<file path="config.mk">
export PLATFORM = sky130hd
export DESIGN_NAME = drum_step_trigger
export DESIGN_NICKNAME = d
export VERILOG_FILES = /design/src/sv/dst_pkg.sv /design/src/sv/dst_div_unit.sv /design/src/sv/dst_cfg_regs.sv /design/src/sv/drum_step_trigger.sv
export SDC_FILE = /design/constraint.sdc
export NUM_CORES = 1
export LEC_CHECK = 0
export ABC_AREA = 1
export BUFFER_PORTS_ARGS = -buffer_cell sky130_fd_sc_hd__buf_2
export CAP_MARGIN = 15
export CORE_MARGIN = 1.5
export CORE_UTILIZATION = 40
export DETAILED_ROUTE_END_ITERATION = 12
export PLACE_DENSITY = 0.58
export SYNTH_ARGS = -nofsm -noshare
export SYNTH_HDL_FRONTEND = slang
export SYNTH_SLANG_ARGS = --single-unit
</file>
<file path="constraint.sdc">
create_clock -name clk -period 5.3 [get_ports clk]
set_clock_uncertainty 0.1 [all_clocks]
set_input_delay 0.265 -clock clk [delete_from_list [all_inputs] [get_ports clk]]
set_output_delay 0.265 -clock clk [all_outputs]
set_load 0.02 [all_outputs]
</file>
<file path="src/sv/dst_pkg.sv">
// ----------------------------------------------------------------------------
// dst_pkg
// Shared types and constants of the drum step trigger: field widths, the
// request and result structs, register indexes and the sequencer states.
// ----------------------------------------------------------------------------
`default_nettype none

package dst_pkg;

  // Fixed point format of the playhead.
  localparam int FRAC_BITS = 16;
  localparam int POS_W     = 48;

  // Field widths.
  localparam int NUM_W   = 6;
  localparam int DEN_W   = 6;
  localparam int DIV_W   = 6;
  localparam int RND_W   = 16;
  localparam int PROB_W  = 17;
  localparam int VEL_W   = 7;
  localparam int NOTE_W  = 7;

  // Dividend of the step length: numerator times four, shifted by FRAC_BITS.
  localparam int DVD_W   = NUM_W + 2 + FRAC_BITS;
  // Product of denominator and division.
  localparam int PROD_W  = DEN_W + DIV_W;
  // Iteration counter of the divider, able to hold POS_W.
  localparam int CNT_W   = $clog2(POS_W + 1);

  // Configuration port.
  localparam int CFG_IDX_W  = 3;
  localparam int CFG_DATA_W = PROB_W;

  // Register reset values.
  localparam logic [PROB_W-1:0] PROB_RESET = PROB_W'(65536);
  localparam logic [DIV_W-1:0]  DIV_RESET  = DIV_W'(4);
  localparam logic [VEL_W-1:0]  VEL_RESET  = VEL_W'(127);
  localparam logic [NOTE_W-1:0] NOTE_RESET = NOTE_W'(36);

  // One quarter note, the value the last step position returns to.
  localparam logic [POS_W-1:0] QUARTER = POS_W'(1) << FRAC_BITS;

  typedef enum logic [CFG_IDX_W-1:0] {
    REG_MUTE,
    REG_PROBABILITY,
    REG_DIVISION,
    REG_VELOCITY,
    REG_OFFBEAT,
    REG_NOTE
  } reg_idx_t;

  typedef struct packed {
    logic              mute;
    logic [PROB_W-1:0] probability;
    logic [DIV_W-1:0]  division;
    logic [VEL_W-1:0]  velocity;
    logic              offbeat_mode;
    logic [NOTE_W-1:0] note_number;
  } cfg_t;

  typedef struct packed {
    logic [POS_W-1:0] position;
    logic [NUM_W-1:0] sig_numerator;
    logic [DEN_W-1:0] sig_denominator;
    logic [RND_W-1:0] random_value;
  } in_item_t;

  typedef struct packed {
    logic              is_note_on;
    logic [NOTE_W-1:0] event_note;
    logic [VEL_W-1:0]  event_velocity;
    logic              last_event;
  } out_item_t;

  // Command to the shared divider.
  typedef struct packed {
    logic             start;
    logic [CNT_W-1:0] iters;
    logic [POS_W-1:0] dividend;
    logic [POS_W-1:0] divisor;
  } div_req_t;

  // Status and results of the shared divider.
  typedef struct packed {
    logic             busy;
    logic [POS_W-1:0] quotient;
    logic [POS_W-1:0] remainder;
  } div_rsp_t;

  typedef enum logic [3:0] {
    ST_IDLE,
    ST_LEN_GO,
    ST_LEN_RUN,
    ST_BAR_GO,
    ST_BAR_RUN,
    ST_STEP_GO,
    ST_STEP_RUN,
    ST_DECIDE,
    ST_SEND
  } st_t;

endpackage

`default_nettype wire

</file>
<file path="src/sv/dst_div_unit.sv">
// ----------------------------------------------------------------------------
// dst_div_unit
// Shared restoring divider, one quotient bit per cycle. The dividend is
// left-aligned in a POS_W shift register; after "iters" steps the low bits
// of that register hold the quotient and the remainder register holds the
// remainder. A zero divisor leaves the dividend as the remainder.
// ----------------------------------------------------------------------------
`default_nettype none

module dst_div_unit
  import dst_pkg::*;
(
  input  wire logic     clk,
  input  wire logic     rst,
  input  wire div_req_t req,
  output div_rsp_t      rsp
);

  logic             busy;
  logic [CNT_W-1:0] cnt;
  logic [POS_W-1:0] rem;
  logic [POS_W-1:0] shreg;
  logic [POS_W-1:0] dsr;

  logic [POS_W:0]   rem_sh;
  logic [POS_W:0]   rem_diff;
  logic             ge;

  // Trial subtraction of one step.
  always_comb begin
    rem_sh   = {rem, shreg[POS_W-1]};
    ge       = rem_sh >= {1'b0, dsr};
    rem_diff = rem_sh - {1'b0, dsr};
  end

  // Iteration control.
  always_ff @(posedge clk) begin
    if (rst) begin
      busy <= 1'b0;
      cnt  <= '0;
    end else if (req.start) begin
      busy <= 1'b1;
      cnt  <= req.iters;
    end else if (busy) begin
      cnt <= cnt - CNT_W'(1);
      if (cnt == CNT_W'(1)) begin
        busy <= 1'b0;
      end
    end
  end

  // Datapath registers.
  always_ff @(posedge clk) begin
    if (req.start) begin
      rem   <= '0;
      shreg <= req.dividend;
      dsr   <= req.divisor;
    end else if (busy) begin
      rem   <= ge ? rem_diff[POS_W-1:0] : rem_sh[POS_W-1:0];
      shreg <= {shreg[POS_W-2:0], ge};
    end
  end

  assign rsp.busy      = busy;
  assign rsp.quotient  = shreg;
  assign rsp.remainder = rem;

endmodule

`default_nettype wire

</file>
<file path="src/sv/dst_cfg_regs.sv">
// ----------------------------------------------------------------------------
// dst_cfg_regs
// Configuration register file of the drum step trigger. Writes to an index
// past the last register are ignored.
// ----------------------------------------------------------------------------
`default_nettype none

module dst_cfg_regs
  import dst_pkg::*;
(
  input  wire logic                  clk,
  input  wire logic                  rst,
  input  wire logic                  wr_en,
  input  wire logic [CFG_IDX_W-1:0]  wr_index,
  input  wire logic [CFG_DATA_W-1:0] wr_data,
  output cfg_t                       cfg
);

  // Register writes, decoded by index.
  always_ff @(posedge clk) begin
    if (rst) begin
      cfg.mute         <= 1'b0;
      cfg.probability  <= PROB_RESET;
      cfg.division     <= DIV_RESET;
      cfg.velocity     <= VEL_RESET;
      cfg.offbeat_mode <= 1'b0;
      cfg.note_number  <= NOTE_RESET;
    end else if (wr_en) begin
      case (wr_index)
        REG_MUTE:        cfg.mute         <= wr_data[0];
        REG_PROBABILITY: cfg.probability  <= wr_data[PROB_W-1:0];
        REG_DIVISION:    cfg.division     <= wr_data[DIV_W-1:0];
        REG_VELOCITY:    cfg.velocity     <= wr_data[VEL_W-1:0];
        REG_OFFBEAT:     cfg.offbeat_mode <= wr_data[0];
        REG_NOTE:        cfg.note_number  <= wr_data[NOTE_W-1:0];
        default: begin
        end
      endcase
    end
  end

endmodule

`default_nettype wire

</file>
<file path="src/sv/drum_step_trigger.sv">
// ----------------------------------------------------------------------------
// drum_step_trigger
// One drum track of a step sequencer: turns a playhead tick into note-on and
// note-off events.
// ----------------------------------------------------------------------------
// A tick is taken only while the block is idle. An unmuted tick runs three
// passes of one shared bit-serial divider: the step length (DVD_W = 24
// steps), the position modulo one bar (48 steps) and that remainder modulo
// the step length (48 steps). A muted tick skips the divider: it passes from
// ST_IDLE to ST_DECIDE and, only if a note is held, on to ST_SEND, where its
// note-off is offered. Up to two events follow, one per accepted output
// request, and the next tick is taken after the last one.
// Configuration writes are always accepted and must only be made while idle.
// ----------------------------------------------------------------------------
`default_nettype none

module drum_step_trigger
  import dst_pkg::*;
(
  input  wire logic                  clk,
  input  wire logic                  rst,
  input  wire logic                  in_valid,
  output logic                       in_ready,
  input  wire in_item_t              in_data,
  output logic                       out_valid,
  input  wire logic                  out_ready,
  output out_item_t                  out_data,
  input  wire logic                  cfg_valid,
  output logic                       cfg_ready,
  input  wire logic [CFG_IDX_W-1:0]  cfg_index,
  input  wire logic [CFG_DATA_W-1:0] cfg_data
);

  cfg_t     cfg;
  div_req_t div_req;
  div_rsp_t div_rsp;

  st_t      state;
  st_t      state_next;

  in_item_t in_q;
  logic [POS_W-1:0] step_len;
  logic [POS_W-1:0] step_len_next;
  logic [POS_W-1:0] prev_pos;
  logic             note_held;
  logic             offbeat_done;
  logic [1:0]       ev_on;
  logic [1:0]       ev_cnt;
  logic             idx;

  logic [PROD_W-1:0] prod;
  logic [DVD_W-1:0]  len_dvd;
  logic              len_zero;

  // Decision results.
  logic [POS_W-1:0] step_pos;
  logic             half;
  logic             wrap;
  logic             fire;
  logic             held_next;
  logic             done_next;
  logic [1:0]       on_next;
  logic [1:0]       cnt_next;

  // Configuration registers.
  assign cfg_ready = 1'b1;

  dst_cfg_regs u_cfg (
    .clk      (clk),
    .rst      (rst),
    .wr_en    (cfg_valid && cfg_ready),
    .wr_index (cfg_index),
    .wr_data  (cfg_data),
    .cfg      (cfg)
  );

  // Shared divider.
  dst_div_unit u_div (
    .clk (clk),
    .rst (rst),
    .req (div_req),
    .rsp (div_rsp)
  );

  // Operands of the step length division.
  always_comb begin
    prod     = PROD_W'(in_q.sig_denominator) * PROD_W'(cfg.division);
    len_dvd  = DVD_W'({in_q.sig_numerator, 2'b00}) << FRAC_BITS;
    len_zero = (prod == '0);
    step_len_next = len_zero ? {POS_W{1'b1}} : POS_W'(div_rsp.quotient[DVD_W-1:0]);
  end

  // Event decision, in the order half step first, then wrap.
  always_comb begin
    logic h;
    logic od;
    logic [1:0] n;
    logic [1:0] on;
    step_pos = div_rsp.remainder;
    half     = {step_pos, 1'b0} >= {1'b0, step_len};
    wrap     = step_pos < prev_pos;
    fire     = cfg.probability >= PROB_W'(in_q.random_value);
    h  = note_held;
    od = offbeat_done;
    n  = 2'd0;
    on = 2'b00;
    if (cfg.mute) begin
      if (h) begin
        n = 2'd1;
      end
      h = 1'b0;
    end else begin
      if (half) begin
        if (!h && cfg.offbeat_mode && !od) begin
          if (fire) begin
            on[n[0]] = 1'b1;
            n = n + 2'd1;
            h = 1'b1;
          end
          od = 1'b1;
        end
        if (h && !cfg.offbeat_mode) begin
          n = n + 2'd1;
          h = 1'b0;
        end
      end
      if (wrap) begin
        od = 1'b0;
        if (h && cfg.offbeat_mode) begin
          n = n + 2'd1;
          h = 1'b0;
        end
        if (!h && !cfg.offbeat_mode && fire) begin
          on[n[0]] = 1'b1;
          n = n + 2'd1;
          h = 1'b1;
        end
      end
    end
    held_next = h;
    done_next = od;
    on_next   = on;
    cnt_next  = n;
  end

  // Sequencer: next state and divider commands.
  always_comb begin
    state_next       = state;
    div_req.start    = 1'b0;
    div_req.iters    = CNT_W'(POS_W);
    div_req.dividend = in_q.position;
    div_req.divisor  = POS_W'({in_q.sig_numerator, {FRAC_BITS{1'b0}}});
    in_ready         = 1'b0;
    out_valid        = 1'b0;
    case (state)
      ST_IDLE: begin
        in_ready = 1'b1;
        if (in_valid) begin
          state_next = cfg.mute ? ST_DECIDE : ST_LEN_GO;
        end
      end
      ST_LEN_GO: begin
        div_req.start    = 1'b1;
        div_req.iters    = CNT_W'(DVD_W);
        div_req.dividend = POS_W'(len_dvd) << (POS_W - DVD_W);
        div_req.divisor  = POS_W'(prod);
        state_next       = ST_LEN_RUN;
      end
      ST_LEN_RUN: begin
        if (!div_rsp.busy) begin
          state_next = ST_BAR_GO;
        end
      end
      ST_BAR_GO: begin
        div_req.start = 1'b1;
        state_next    = ST_BAR_RUN;
      end
      ST_BAR_RUN: begin
        if (!div_rsp.busy) begin
          state_next = ST_STEP_GO;
        end
      end
      ST_STEP_GO: begin
        div_req.start    = 1'b1;
        div_req.dividend = div_rsp.remainder;
        div_req.divisor  = step_len;
        state_next       = ST_STEP_RUN;
      end
      ST_STEP_RUN: begin
        if (!div_rsp.busy) begin
          state_next = ST_DECIDE;
        end
      end
      ST_DECIDE: begin
        state_next = (cnt_next == 2'd0) ? ST_IDLE : ST_SEND;
      end
      ST_SEND: begin
        out_valid = 1'b1;
        if (out_ready && out_data.last_event) begin
          state_next = ST_IDLE;
        end
      end
      default: begin
        state_next = ST_IDLE;
      end
    endcase
  end

  // State register and control state.
  always_ff @(posedge clk) begin
    if (rst) begin
      state        <= ST_IDLE;
      note_held    <= 1'b0;
      offbeat_done <= 1'b0;
      prev_pos     <= QUARTER;
      ev_cnt       <= 2'd0;
      idx          <= 1'b0;
    end else begin
      state <= state_next;
      if (state == ST_DECIDE) begin
        note_held    <= held_next;
        offbeat_done <= done_next;
        prev_pos     <= cfg.mute ? QUARTER : step_pos;
        ev_cnt       <= cnt_next;
        idx          <= 1'b0;
      end else if (state == ST_SEND && out_ready) begin
        idx <= 1'b1;
      end
    end
  end

  // Payload registers.
  always_ff @(posedge clk) begin
    if (in_valid && in_ready) begin
      in_q <= in_data;
    end
    if (state == ST_BAR_GO) begin
      step_len <= step_len_next;
    end
    if (state == ST_DECIDE) begin
      ev_on <= on_next;
    end
  end

  // Result request.
  always_comb begin
    out_data.is_note_on     = ev_on[idx];
    out_data.event_note     = cfg.note_number;
    out_data.event_velocity = ev_on[idx] ? cfg.velocity : '0;
    out_data.last_event     = idx || (ev_cnt == 2'd1);
  end

  // The sequencer only offers a request when it has events to send.
  assert property (@(posedge clk) disable iff (rst)
    out_valid |-> (ev_cnt == 2'd1 || ev_cnt == 2'd2))
    else $error("result offered with no pending event");

  // After the last event of a tick the block is ready for the next one.
  assert property (@(posedge clk) disable iff (rst)
    (out_valid && out_ready && out_data.last_event) |=> in_ready)
    else $error("block not idle after last event");

  // The divider is never left running while a new tick can be taken.
  assert property (@(posedge clk) disable iff (rst)
    in_ready |-> !div_rsp.busy)
    else $error("divider busy while idle");

  // A muted tick always leaves no note held and the last step position at QUARTER.
  assert property (@(posedge clk) disable iff (rst)
    (state == ST_DECIDE && cfg.mute) |=> (!note_held && prev_pos == QUARTER))
    else $error("muted tick left a note held");

endmodule

`default_nettype wire
</file>
Yosys cells after proc, flatten, opt, wreduce, memory -nomap -nowiden --
Cells that the tools add are included.
Operators by class: add/sub/neg operators 5, multiply operators 1, order comparisons 7, equal/unequal tests 20, mux-type cells 64, bitwise gates (word level) 4, reductions and logical operators 33
Operators with widths (number):
- two-way mux 48 bit | 5
- one-hot mux 96 bit (2 select lines) | 1
- >= comparator 49 x 48 -> 1 bit | 2
- less-than comparator 48 bit | 1
- subtractor 48 bit | 1
- one-hot mux 4 bit (9 select lines) | 1
- two-way mux 1 bit | 34
- two-way mux 4 bit | 6
- two-way mux 2 bit | 11
- two-way mux 6 bit | 3
- >= comparator 17 x 16 -> 1 bit | 1
- equality test 4 x 3 -> 1 bit (second input constant) | 4
- zero test 12 bit | 1
- multiplier 6 x 6 -> 12 bit | 1
- AND reduction 2 bit | 6
- logical AND 1 bit | 10
- != test 2 bit (second input constant) | 5
- equality test 4 x 2 -> 1 bit (second input constant) | 2
- two-way mux 7 bit | 1
- adder 2 x 1 -> 2 bit (second input constant) | 3
- equality test 3 x 2 -> 1 bit (second input constant) | 2
- equality test 3 bit (second input constant) | 2
- equality test 6 x 1 -> 1 bit (second input constant) | 1
- nonzero test 2 bit | 3
- other kinds (20) | 27
Word-level totals: bits in registers 373, bits of input ports 101, word-level logic and storage cells 159

Longest topological paths before layout --
Gate-level depths: netlist of run 1.
depth after elaboration 23, mapped depth 23

By module --
A second synthesis of run 1 with hierarchy kept.
Unflattened totals: cell total of the unflattened synthesis 3091, area, all modules 22510.3 sq um
Modules (own cells, without submodules):
- dst_div_unit | instances 1, cells an instance 1660, area each 10725.3 sq um, sequential area each 3983.8 sq um
- drum_step_trigger | instances 1, cells an instance 1199, area each 10179.8 sq um, sequential area each 4234.1 sq um
- dst_cfg_regs | instances 1, cells an instance 232, area each 1605.3 sq um, sequential area each 780.7 sq um

Least setup slack after synthesis of run 1 --
OpenSTA, ideal clock, no wires.
path type flip-flop to flip-flop, start point register state[1], end point register in_q[0] (netlist bit) (enable), arrival time 3747 ps, data required time 4690 ps, slack 942 ps, cell stages (with the launch flop) 4, buffers on the path 0, period minus slack after synthesis 4358 ps, cells stage by stage dfxtp_1 nor2_1 nand2_1 nor2_1
Between the ends: cells in the longest elaborated chain, start to end 3
Ends and longest elaborated chain:
- start, declared | RTL line drum_step_trigger.sv:38 | st_t state;
- start signal, assigned | RTL line drum_step_trigger.sv:219 | state <= state_next;
- zero test 4 bit | RTL line drum_step_trigger.sv:155 | case (state)
- two-way mux 1 bit | RTL line drum_step_trigger.sv:155
- logical AND 1 bit | RTL line drum_step_trigger.sv:234 | if (in_valid && in_ready) begin
- end signal, assigned | RTL line drum_step_trigger.sv:235 | in_q <= in_data;
- end, declared | RTL line drum_step_trigger.sv:41 | in_item_t in_q;
Every way passes these cells. A chain may end at the register's enable or synchronous reset.

Worst setup path after layout of run 1 --
start point register in_q[16] (netlist bit), end point register step_len[21], data pin
Between the ends: cells in the longest elaborated chain, start to end 2
Ends and longest elaborated chain:
- multiplier 6 x 6 -> 12 bit | RTL line drum_step_trigger.sv:87 | prod = PROD_W'(in_q.sig_denominator) * PROD_W'(cfg.division);
- zero test 12 bit | RTL line drum_step_trigger.sv:89 | len_zero = (prod == '0);
- end signal, assigned | RTL line drum_step_trigger.sv:238 | step_len <= step_len_next;
- end, declared | RTL line drum_step_trigger.sv:42 | logic [POS_W-1:0] step_len;
Every way passes these cells.

==> reports/qor.yml, run 1 <==
logic_synthesis:
  synth_compound_area_share_pct: 16.0
  yosysSeqAreaShare_pct: 41.5
  synth_top_family_by_area: "simple AND/OR/NAND/NOR gates"
  yosys-top-cells-area: "edfxtp_1 (26%), dfxtp_1 (15%), ha_1 (11%)"
  synth_area_um2: 20000
  synth_mux_area_share_pct: 0
  synth_fa_ha_area_share_pct: 13.1
  synth_edf_count: 176
  yosys.area_share.xor_xnor_pct: 2.28
  yosysTopAreaCell: "edfxtp_1"
  synth_async_sr_flop_share_pct: 0
  synth_nets: 2720
  ys.flop_type: "edfxtp_1"
  synthDominantCellAreaShare_pct: 26.4
  syn_avg_cell_area_um2: 8.27
  yosys_warnings: 0
  postSynthRegisterBits: 327
  yosys.area_share.simple_pct: 18.3
  synthCells: 2420
  ys_types: 57
setup_path:
  path_class: "register to register"
  critPathLaunchType: "register"
  reg2regPathDepth: 18
  r2r-start: "in_q[16]"
  rrSetupSlack_ps: 790
  cp-end-kind: "register"
  cp.required_ps: 5480
  cp_max_fo: 24
  regToRegEndpoint: "step_len[21]"
  arrival_ps: 4700
job:
  cap_viol_max_count: 0
detailed_routing:
  ant_nets: 0
  drt-initial-drc-count: 1252
  dr_total_vias: 17200
  dr.pass1.iters: 5
  avgViaCountPerCell: 5.19
  routedWlPerCell_um: 17.2
  drt-total-wl_um: 56800
  drc: 0
pwr:
  peakVddDrop_mv: 0.250
  power_mw: 9.58
  p_per_area_nw_per_um2: 409
  p_leak_nw: 10.6
placement:
  portBuffers: 118
  place_congestion: 0.970
  hpwl_um: 41100
  place_area_um2: 21200
hold_path:
  min_path_type: "input pin to register"
  min_to: "state[0]"
  worstHoldStart: "in_valid"
  holdPathStages: 5
grt:
  grt_pass1_vias: 16900
  track_usage_pct: 22.3
  grt_overflow: 0
  grt_start_max_net_pins: 52
  grt_pass1_wl_um: 90300
  antenna_found_initial: 0
cts:
  cts_tree: "yes"
  cts_setup_buffers: 0
  cts_max_path_buffers: 3
  clock-sinks: 327
  cts.clk_slew.worst_paths_ps: 60
  cts_made_buffers: 38
  clk_latency_ps: 560
  ctsHtreeMaxLevel: 2
  cts_root_buf: "clkbuf_16"
timing:
  final.setup.tns_ps: 0
  fmax_ghz: 0.222
  max_slew_margin_pct: 27.8
  rsz0062_at_grt: "false"
  fin_hold_ws_ps: 157
  hold_viol: 0
  final-setup-viol-count: 0
  finalCriticalPeriod_ps: 4510
  period_share_pct: 85.2
  drv_slew: 0
  worst_pin_slew_ps: 1080
floorplan:
  core_area_um2: 49200
  initial_utilization_pct: 40.7
  row_count: 81
  dieArea_um2: 51400
  fp.dieW_um: 227
  dieHeight_um: 227
  ios: 120
finish:
  drive_above_1_share_pct: 10.3
  layout_common_cells: "nand2_1 (457), inv_1 (351), nor2_1 (208)"
  fillers: 4812
  layout_commonest_cell: "nand2_1"
  nets: 2915
  area_delta_synth_final_pct: 17.0
  design_area_um2: 23400
run_status:
  run_status: "completed"
-- synth_stat cells, types with 2 or more instances --
cell	n
nand4_1	13
nand3_1	134
or2_2	2
a31oi_1	16
buf_6	6
xnor2_1	26
o211ai_1	22
nand2_1	458
ha_1	181
buf_1	5
nor2_1	211
a22oi_1	22
a21oi_1	155
a21oi_2	3
nand3b_1	2
o211ai_2	29
o21ai_0	186
a211oi_1	3
fa_1	18
o32ai_1	12
o21bai_1	11
a21oi_4	2
inv_2	3
o21ai_2	2
nor3_1	18
dfxtp_1	151
nor2_2	2
o21a_1	6
a21o_1	11
clkbuf_1	50
o21ai_1	7
buf_4	9
a21boi_0	2
clkinv_1	2
and3_1	4
xor2_1	26
nor4_1	7
o221ai_1	2
buf_2	13
inv_1	353
o22ai_1	21
edfxtp_1	176
nand2_2	24
-- where the power goes --
group | switching (mW) | total, mW | internal, mW | leakage (nW)
clock | 1.08 | 2.54 | 1.46 | 0.587
sequential | 0.325 | 3.58 | 3.26 | 2.89
combinational | 2.32 | 3.45 | 1.13 | 7.09
-- cell families after synthesis --
family | after synthesis
adders and majority gates | 199
buffers and inverters | 441
other | 1
and+or+nand+nor | 880
xor gates and xnor gates | 52
DFF | 327
AOI/OAI and AO/OA | 520
-- sequential cells by signal (all words and copies together), names as in the netlist, 4 cells and up --
name / flops
in_q: 76
prev_pos: 48
state: 4
step_len: 25
u_cfg.cfg: 39
u_div.cnt: 6
u_div.dsr: 25
u_div.rem: 48
u_div.shreg: 48
-- layout make-up --
cell class,count,area [µm²],share of cell area (%)
well taps,664,831,3.55
clock inverters,21,136,0.583
inverters,358,1340,5.74
flip-flops and latches,327,8310,35.5
repair buffers,238,1750,7.49
clock buffers,48,1050,4.50
diodes,1,2.50,0.0107
multi-input cells,1652,9970,42.6
-- through the flow --
stage | instances | util, % | setup slack (ps)
2_1_floorplan | 2420 | - | 942
3_3_place_gp | 3140 | 43.2 | 916
3_5_place_dp | 3140 | 43.2 | 766
4_1_cts | 3308 | 47.6 | 769
5_1_grt | 3308 | 47.6 | 323
6_report | 3309 | 47.6 | 786
-- worst max-delay path by stage --
| stage | start | end | slack [ps] |
|---|---|---|---|
| floorplan | state[1] | in_q[0] | 940 |
| global placement | in_q[16] | step_len[13] | 920 |
| detailed placement | in_q[16] | step_len[14] | 770 |
| CTS | in_q[16] | step_len[20] | 770 |
| global route | in_q[16] | step_len[4] | 320 |
| finish | in_q[16] | step_len[21] | 790 |
-- per-layer routing --
layer	track usage [%]	routed length [µm]	vias to the layer above
met5	0	0	-
met3	3.41	3120	87
li1	-	-	8539
met1	30.0	26000	8120
met2	37.3	26400	435
met4	5.98	1340	0
-- critical path, cell delays in order, from the launching register on --
cell      delay, ps
edfxtp_1        460
nand2_1         100
inv_1            50
fa_1            530
inv_1            50
fa_1            530
inv_1            50
fa_1            480
ha_1            370
nand2_1          60
o21ai_0         260
a21oi_1         110
o21bai_1        230
a21oi_1         110
o21bai_1        170
xnor2_1         120
nand4_1          80
buf_4           290
nand2_1          90
-- repair_timing --
action	4_1_cts	5_1_grt
gates resized for setup	0	0
endpoints found under the setup margin	0	0
endpoints found under the hold margin	115	0
hold buffers	99	0
(Power assumes the default switching activity.)
==> run 2: changes to the inputs <==
--- a/config.mk
+++ b/config.mk
@@ -12,6 +12,7 @@
 export CORE_UTILIZATION = 40
 export DETAILED_ROUTE_END_ITERATION = 12
 export PLACE_DENSITY = 0.58
+export REMOVE_ABC_BUFFERS = 1
 export SYNTH_ARGS = -nofsm -noshare
 export SYNTH_HDL_FRONTEND = slang
 export SYNTH_SLANG_ARGS = --single-unit
==> run 2 against run 1 <==
Compared with the run above: non-clock buffer count fell by 1; total power rose by 1.0%; critical path depth did not move; die area did not move; routed wire length fell by 0.84%; worst hold slack got worse by 25 ps; critical path type unchanged; highest routed layer is now met5; global-route usage fell by 0.083 points; flip-flop and latch count did not move; utilization rose by 0.13 points; register-to-register slack got worse by 300 ps.
==> reports/qor.yml, run 2 (same netlist as run 1, synthesis figures left out) <==
run_status:
  run_status: "completed"
setup_path:
  cpPeakStageDelay_ps: 520  # about the same
  arrival_ps: 5140  # +440 ps
  cp.required_ps: 5630  # +150 ps
  regToRegEndpoint: "step_len[8]"
  cp_top_family: "adder cells"
  cp_max_fo: 17  # -29%
  path_class: "register to register"
  r2r-start: "in_q[19]"
  cp-end-kind: "register"
  reg2regPathDepth: 18  # unchanged
  crit_chain: "nand2_1, inv_1, fa_1, inv_1, fa_1, inv_1, fa_1, ha_1, nand2_1, o21ai_0, a21oi_1, o21bai_1, a21oi_1, o21bai_1, xnor2_1, nand4_1, buf_12, nand2_1"
  rrSetupSlack_ps: 480  # -300 ps
  critPathBufInv: 4  # unchanged
  critPathLaunchType: "register"
  critPathSlowestCell: "fa_1"
pwr:
  internal_power_mw: 5.98  # +2.1%
  seqPwrFrac_pct: 37.0  # -0.4 points
  peakVddDrop_mv: 0.264  # +5.5%
  switching_power_mw: 3.70  # -0.67%
  power_frac_comb_pct: 35.5  # -0.6 points
  pwr-share-clk_pct: 27.5  # +1.0 points
  power_mw: 9.68  # +1.0%
  swShare_pct: 38.2  # -0.65 points
  p_per_area_nw_per_um2: 413  # +0.76%
  p_leak_nw: 10.6  # +0.28%
hold_path:
  holdPathStages: 5  # unchanged
  worstHoldStart: "in_valid"
  min_path_type: "input pin to register"
  min_to: "state[0]"
grt:
  track_usage_pct: 22.2  # -0.083 points
  grt_start_max_net_pins: 52  # unchanged
  grt_overflow: 0  # unchanged
  antenna_found_initial: 1  # +1
  grt_pass1_wl_um: 89600  # -0.80%
  grt_pass1_vias: 16800  # -0.74%
detailed_routing:
  drt-initial-drc-count: 1077  # -14%
  dr_total_vias: 17100  # -0.54%
  avgViaCountPerCell: 5.17  # -0.51%
  drc: 0  # unchanged
  ant_nets: 0  # unchanged
  dr.pass1.iters: 5  # unchanged
  routedWlPerCell_um: 17.0  # -0.81%
  drt-total-wl_um: 56300  # -0.84%
floorplan:
  initial_utilization_pct: 40.7  # unchanged
  row_count: 81  # unchanged
  fp.dieW_um: 227  # unchanged
  dieHeight_um: 227  # unchanged
  core_area_um2: 49200  # unchanged
  ios: 120  # unchanged
  dieArea_um2: 51400  # unchanged
cts:
  cts.clk_slew.worst_paths_ps: 60  # about the same
  clock-sinks: 327  # unchanged
  cts_root_buf: "clkbuf_16"
  ctsHtreeMaxLevel: 2  # unchanged
  clk_latency_ps: 570  # about the same
  cts_tree: "yes"
  cts_max_path_buffers: 3  # unchanged
  cts_made_buffers: 38  # unchanged
  cts_setup_buffers: 0  # unchanged
timing:
  hold_viol: 0  # unchanged
  period_share_pct: 90.9  # +5.7 points
  finalCriticalPeriod_ps: 4820  # +303 ps
  final-setup-viol-count: 0  # unchanged
  max_slew_margin_pct: 30.7  # +2.9 points
  rsz0062_at_grt: "false"
  final.setup.tns_ps: 0  # unchanged
  drv_slew: 0  # unchanged
  worst_pin_slew_ps: 1040  # -43.6 ps
  fmax_ghz: 0.208  # -6.3%
placement:
  portBuffers: 118  # unchanged
  place_congestion: 0.934  # -3.7%
  hpwl_um: 41200  # +0.33%
finish:
  diodes: 0  # -1
  post-route-util_pct: 47.7  # +0.13 points
  fillers: 4749  # -1.3%
  layout_commonest_cell: "nand2_1"
  layout_common_cells: "nand2_1 (457), inv_1 (351), nor2_1 (208)"
  nets: 2914  # -0.034%
  largest_reg_flops: 76  # unchanged
  area_delta_synth_final_pct: 17.3
  top_register: "in_q"
  drive_above_1_share_pct: 10.3  # -0.038 points
job:
  cap_viol_max_count: 0  # unchanged
-- run 2: area by class of cell --
type,count,area [µm²],area share [%]
repair buffers,237,1770,7.53
clock inverters,13,143,0.608
flip-flops and latches,327,8310,35.4
multi-input cells,1652,9970,42.5
well taps,664,831,3.54
clock buffers,57,1100,4.67
inverters,358,1340,5.73
-- run 2: layer usage --
metal | routed length (µm) | GRT usage, % | vias up
li1 | - | - | 8530
met1 | 26300 | 30.2 | 8071
met2 | 25800 | 36.5 | 410
met3 | 2870 | 3.21 | 75
met4 | 1310 | 6.92 | 2
met5 | 11 | 0 | -
-- run 2: how the worst max path moves through the flow --
stage                   from           end  slack, ps  cells after the start
global route        in_q[19]  step_len[11]        140                     19
floorplan           state[2]  u_div.cnt[5]       -770                     11
global placement    in_q[19]  step_len[16]        560                     18
CTS                 in_q[19]  step_len[16]        470                     18
finish              in_q[19]   step_len[8]        480                     18
detailed placement  in_q[19]   step_len[5]        480                     18
-- run 2: power groups by stage --
stage | Combinational [mW] | Sequential [mW] | Clock (mW)
floorplan | 2.37 | 3.52 | 0
global placement | 3.30 | 3.62 | 0
detailed placement | 3.35 | 3.63 | 0
CTS | 3.43 | 3.58 | 2.73
global route | 3.86 | 3.63 | 2.81
finish | 3.43 | 3.58 | 2.66
-- run 2: worst reg2reg max path, delay by kind of cell (launching register included) --
family	cells	cell delay (ps)
buffers and inverters	4	510
adder cells (fa/ha/maj)	4	1830
AND/OR/NAND/NOR	4	720
XOR/XNOR	1	180
flip-flops	1	500
AO/OA/AOI/OAI	5	830
-- run 2: metrics by stage --
step | cell area (µm²) | hold WS (ps) | setup slack (ps) | cells
2_1_floorplan | 19600 | 234 | -766 | 2337
3_3_place_gp | 21200 | 338 | 563 | 3140
3_5_place_dp | 21200 | 343 | 483 | 3140
4_1_cts | 23500 | 97.2 | 468 | 3308
5_1_grt | 23500 | 179 | 142 | 3308
6_report | 23500 | 132 | 483 | 3308
-- run 2: what timing repair did --
item	CTS	global route
resized for setup	0	0
hold buffers	98	0
endpoints found under the hold margin	115	0
